--- src/rat_pkg.sv ---
// ----------------------------------------------------------------------------
// rat_pkg
// Shared types and codes of the resource admission table.
// ----------------------------------------------------------------------------
`timescale 1ns / 1ps
`default_nettype none

package rat_pkg;

  localparam int FIELD_W   = 32;
  localparam int ID_W      = 8;
  localparam int CFG_IDX_W = 2;

  localparam logic CMD_START = 1'b0;
  localparam logic CMD_STOP  = 1'b1;

  localparam logic [1:0] ST_ADMITTED = 2'd0;
  localparam logic [1:0] ST_REJECTED = 2'd1;
  localparam logic [1:0] ST_RELEASED = 2'd2;
  localparam logic [1:0] ST_NOTFOUND = 2'd3;

  localparam logic [CFG_IDX_W-1:0] CFG_RAM_LIMIT  = 2'd0;
  localparam logic [CFG_IDX_W-1:0] CFG_DISK_LIMIT = 2'd1;
  localparam logic [CFG_IDX_W-1:0] CFG_CPU_LIMIT  = 2'd2;

  typedef struct packed {
    logic add;
    logic sub;
  } lane_ctl_t;

endpackage

`default_nettype wire

--- src/rat_lane.sv ---
// ----------------------------------------------------------------------------
// rat_lane
// One resource: running total, capacity check and add/release update.
// ----------------------------------------------------------------------------
`timescale 1ns / 1ps
`default_nettype none

module rat_lane #(
  parameter int UNIT_WIDTH = 32
) (
  input  wire                     clk,
  input  wire                     rst_n,
  input  wire rat_pkg::lane_ctl_t ctl,
  input  wire  [UNIT_WIDTH-1:0]   limit,
  input  wire  [UNIT_WIDTH-1:0]   req,
  input  wire  [UNIT_WIDTH-1:0]   amount,
  output logic                    fits,
  output logic [UNIT_WIDTH-1:0]   total
);

  logic [UNIT_WIDTH-1:0] total_r;
  logic [UNIT_WIDTH-1:0] total_nxt;
  logic [UNIT_WIDTH:0]   sum;

  // sum carries one extra bit so an overflow counts as exceeding the limit
  assign sum  = {1'b0, total_r} + {1'b0, req};
  assign fits = (sum <= {1'b0, limit});

  always_comb begin
    total_nxt = total_r;
    if (ctl.add) begin
      total_nxt = sum[UNIT_WIDTH-1:0];
    end else if (ctl.sub) begin
      total_nxt = (amount > total_r) ? '0 : total_r - amount;
    end
  end

  always_ff @(posedge clk) begin
    if (!rst_n) begin
      total_r <= '0;
    end else begin
      total_r <= total_nxt;
    end
  end

  assign total = total_r;

endmodule

`default_nettype wire

--- config.mk ---
export PLATFORM = sky130hd
export DESIGN_NAME = rat_lane
export DESIGN_NICKNAME = d
export VERILOG_FILES = /design/src/rat_pkg.sv /design/src/rat_lane.sv
export SDC_FILE = /design/constraint.sdc
export NUM_CORES = 1
export LEC_CHECK = 0
export BUFFER_PORTS_ARGS = -buffer_cell sky130_fd_sc_hd__buf_4
export CORE_MARGIN = 5
export CORE_UTILIZATION = 55
export CTS_BUF_LIST = sky130_fd_sc_hd__clkbuf_4
export DETAILED_ROUTE_END_ITERATION = 10
export PLACE_DENSITY = 0.82
export SYNTH_ARGS = -nofsm -noshare
export SYNTH_HDL_FRONTEND = slang
export SYNTH_SLANG_ARGS = --single-unit
--- constraint.sdc ---
create_clock -name clk -period 4.7 [get_ports clk]
set_input_delay 0.47 -clock clk [delete_from_list [all_inputs] [get_ports clk]]
set_output_delay 0.47 -clock clk [all_outputs]
set_load 0.1 [all_outputs]
==> After elaboration in Yosys (flattened, before gate mapping) <==
Cells that the tools add are included.
{ "totals": {"out_inout_bits": 33, "wordCells": 9, "inputBits": 100, "ff_bits": 32} }
{ "op_classes": {"order_cmp": 2, "addsub": 2, "n_mux": 3, "n_reduce_logical": 1} }
{ "ops": {"columns": ["cell", "n"], "rows": [
  ["32-bit 2-to-1 mux", 3],
  ["32-bit by 32-bit adder with 33-bit output", 1],
  ["33-bit by 32-bit <= comparator with 1-bit output", 1],
  ["32-bit greater-than comparator", 1],
  ["32-bit subtractor", 1],
  ["2-bit nonzero test", 1]
]} }

==> Longest topological paths before layout <==
{ "logic_depth": {"depth_word": 4, "ltp_mapped": 19, "ltp_nobuf": 19} }

==> Worst setup path before layout <==
No wires, ideal clock.
{ "synth_timing": {"kind": "register -> output", "startpoint": "register total_r[0], in the netlist total[0]", "endpoint": "output port fits", "stages_incl_launch_ff": 19, "slack_ns": -1.529, "required_ns": 4.230, "arrival_ns": 5.759, "n_path_buf": 0, "cell_sequence": "dfxtp_1 -> ha_1 -> fa_1 -> a21oi_1 -> o21ai_1 -> a21oi_1 -> or4b_4 -> a31oi_4 -> a31o_1 -> a211o_2 -> xnor2_1 -> inv_1 -> ha_1 -> a21o_1 -> a2111oi_0 -> o211ai_1 -> o22ai_1 -> nand2_1 -> a31oi_1"} }
{ "synth_between": {"elab_chain_cells": 2} }
{ "synth_rtl": {"columns": ["element", "line", "rtl"], "rows": [
  ["start: declaration", "rat_lane.sv:21", "logic [UNIT_WIDTH-1:0] total_r;"],
  ["start signal: assignment", "rat_lane.sv:42", "total_r <= total_nxt;"],
  ["32-bit by 32-bit adder with 33-bit output", "rat_lane.sv:26", "assign sum = {1'b0, total_r} + {1'b0, req};"],
  ["33-bit by 32-bit <= comparator with 1-bit output", "rat_lane.sv:27", "assign fits = (sum <= {1'b0, limit});"],
  ["end: declaration", "rat_lane.sv:17", "output logic fits,"]
]} }
Every way passes these cells.

==> Final worst setup path <==
{ "layout_timing": {"startpoint": "register total_r[3], in the netlist total[3]", "endpoint": "output port fits"} }
The elaborated chain is that of the path after synthesis.

==> results.tsv <==
metric	value	unit
design_area	7368	sq um
outcome	finished, violations left	
routabilityCongestion	0.9862	
critPathLaunchType	flop	
cts_buffers	5	
syn_area_per_cell	7.468	sq um
track_usage	32.09	%
drv_cap	0	
clock_latency	0.36	ns
cp_max_fo	4	
vias_per_cell	6.124	
grt_pass1_vias	6663	
timing.final.ws_setup	-0.2397	ns
largest_reg_flops	32	
crit_path_end_kind	output port	
clock_sinks	32	
grt_max_degree	39	
min_path_type	primary input to flop	
post-route-period-util	105.1	%
cts-root-buf	clkbuf_4	
placed_area	7087	sq um
ys_async_sr_fraction	0	%
clockBufferDepth	2	
initial_core_util	56.34	%
skew	0.01480	ns
slew_headroom	38.31	%
fmax	0.2024	GHz
synth_edf_count	0	
overflow	0	
ys_seq_area_share	11.69	%
drt_pass1_iterations	5	
tightest_slew	0.9243	ns
n_antenna_cell	0	
yosys_warnings	0	
register_area	709.4	sq um
syn_nets	932	
ir_worst_vdd	0.0001857	V
violations	negative setup slack	
cts.clk_slew.worst_paths	0.13	ns
drc_errors	0	
die_h	109.8	microns
nets	1110	
die_area	12060	sq um
slew_viol_final	0	
die_w	109.8	microns
nFillCells	736	
io_buffers	132	
cts_tree	done	
cellPowerDensity	294.0	nW/um^2
synth_seq_cells	32	
setup_viol	1	
hold_slack	0.4952	ns
finalCriticalPeriod	4.940	ns
htreeDepth	2	
grt_pass1_wl	30.95	mm
wl_per_cell	18.60	microns
crit_required	4.23	ns
num_rows	36	
hold_viol	0	
crit_type	flop to output port	
io_pins	133	
synth_ff_type	dfxtp_1	
ant_nets	0	
drive_gt1_share	29.68	%
synth.distinct_cells	68	
arrival	4.47	ns
p_leak	3.888	nW
area_delta_synth_final	34.42	%
rsz0062_at_grt	yes	
grt_antenna_before_repair	0	
core	9729	sq um
dp_hpwl	15.12	mm
wl	19.46	mm
routed-via-count	6406	
synth_cells	734	
syn_area	5482	sq um
multi_input_area	4656	sq um
first_iter_violations	353	
report_power, final:
group          internal [W]  switching (W)
clock             0.0000692       0.000117
combinational      0.000673       0.000957
sequential         0.000306      0.0000438
layout by cell type (no fill, tap or decap), types with 4 or more instances in the layout:
master and n:
and3_1 16, o21ai_1 4, dfxtp_1 7, a211oi_1 4
a31oi_1 4, o31ai_1 8, nand3_1 10, nand2_1 35
and2_1 8, nor2b_1 6, dfxtp_4 15, a221oi_1 10
ha_4 10, o21a_1 6, clkbuf_4 7, a21o_1 36
nor3_1 16, nand4_1 12, o211a_1 14, nor2_1 42
o21bai_1 7, o21ai_0 49, dfxtp_2 10, a21oi_1 73
inv_1 91, nand2b_1 8, ha_1 86, buf_4 189
o211ai_1 6, xor2_1 20, a22oi_1 4, xnor2_1 26
a21oi_2 6
final timing paths:
| check | start | to | slack [ns] | depth (start not counted) |
|---|---|---|---|---|
| max reg2reg | total[0]$_SDFFE_PN0P_ | total[23]$_SDFFE_PN0P_ | 0.99 | 14 |
| max | total[3]$_SDFFE_PN0P_ | fits | -0.24 | 19 |
| min | rst_n | total[24]$_SDFFE_PN0P_ | 0.50 | 2 |
| min reg2reg | total[27]$_SDFFE_PN0P_ | total[27]$_SDFFE_PN0P_ | 0.55 | 2 |
critical path: stages (launching register included):
cell	delay [ns]
dfxtp_4	0.37
ha_1	0.32
nand2_2	0.09
o21ai_2	0.23
a21oi_2	0.10
or4b_4	0.57
a31oi_4	0.23
a21o_1	0.18
a21oi_2	0.08
xnor2_2	0.16
ha_1	0.33
a21o_1	0.19
a21o_1	0.16
a211oi_2	0.20
buf_4	0.15
o211ai_1	0.08
o22ai_1	0.16
nand2_1	0.12
a31oi_4	0.18
buf_12	0.19
repair_timing:
action | in CTS | in global routing
resized for setup | 23 | 1
setup endpoints to repair | 1 | 1
hold buffers | 0 | 0
pin swaps | 28 | 3
buffers inserted | 12 | 0
cloned | 0 | 0
synthesized netlist by cell type, types with 10 or more instances:
cell type / instances / area share [%]
a21o_1: 36 / 4.9
a21oi_1: 79 / 7.2
a221oi_1: 10 / 1.6
and3_1: 17 / 1.9
clkbuf_1: 13 / 0.89
dfxtp_1: 32 / 12
ha_1: 96 / 22
inv_1: 91 / 6.2
nand2_1: 36 / 2.5
nand3_1: 11 / 1.0
nand4_1: 12 / 1.4
nor2_1: 43 / 2.9
nor3_1: 16 / 1.5
o211a_1: 14 / 2.6
o21ai_0: 50 / 4.6
xnor2_1: 28 / 4.5
xor2_1: 20 / 3.2
layout make-up:
type / count / area share, %
clock buffer: 7 / 0.7132
clock inverter: 1 / 0.05094
inverter: 91 / 4.636
multi-input combinational: 592 / 63.19
sequential: 32 / 9.628
tap: 133 / 2.258
timing repair buffer: 190 / 19.53
layer usage:
| metal | track usage, % | wire (microns) | up-vias | part of all wire [%] |
|---|---|---|---|---|
| met1 | 40.45 | 8151 | 2972 | 42 |
| li1 | - | - | 3053 | - |
| met2 | 53.77 | 9098 | 321 | 47 |
| met5 | 0 | 0 | - | 0 |
| met4 | 15.49 | 656 | 0 | 3.4 |
| met3 | 4.052 | 1548 | 60 | 8.0 |
cells by family (layout without fill, tap and decap cells):
logic type / count (synthesis) / after routing / synth area share [%]
AOI/OAI and AO/OA: 277 / 277 / 34.67
xor gates and xnor gates: 48 / 48 / 7.670
adders and majority gates: 98 / 98 / 22.64
buffers and inverters: 110 / 289 / 7.898
DFF: 32 / 32 / 11.69
muxes: 2 / 2 / 0.3652
and+or+nand+nor: 167 / 167 / 15.07
metrics by stage:
| step | TNS [ns] | utilization (%) | std cells | total power [W] | worst slack [ns] |
|---|---|---|---|---|---|
| floorplan | 0 | - | 734 | 0.001408 | 0.01215 |
| global placement | -0.1314 | 72.84 | 1026 | 0.001815 | -0.1314 |
| detailed placement | -0.2844 | 72.84 | 1026 | 0.001859 | -0.2844 |
| CTS | -0.1118 | 75.66 | 1046 | 0.002127 | -0.1118 |
| global route | -0.3601 | 75.73 | 1046 | 0.002303 | -0.3601 |
| finish | -0.2397 | 75.73 | 1046 | 0.002166 | -0.2397 |
Note: power is estimated with default switching activity, not from simulation.
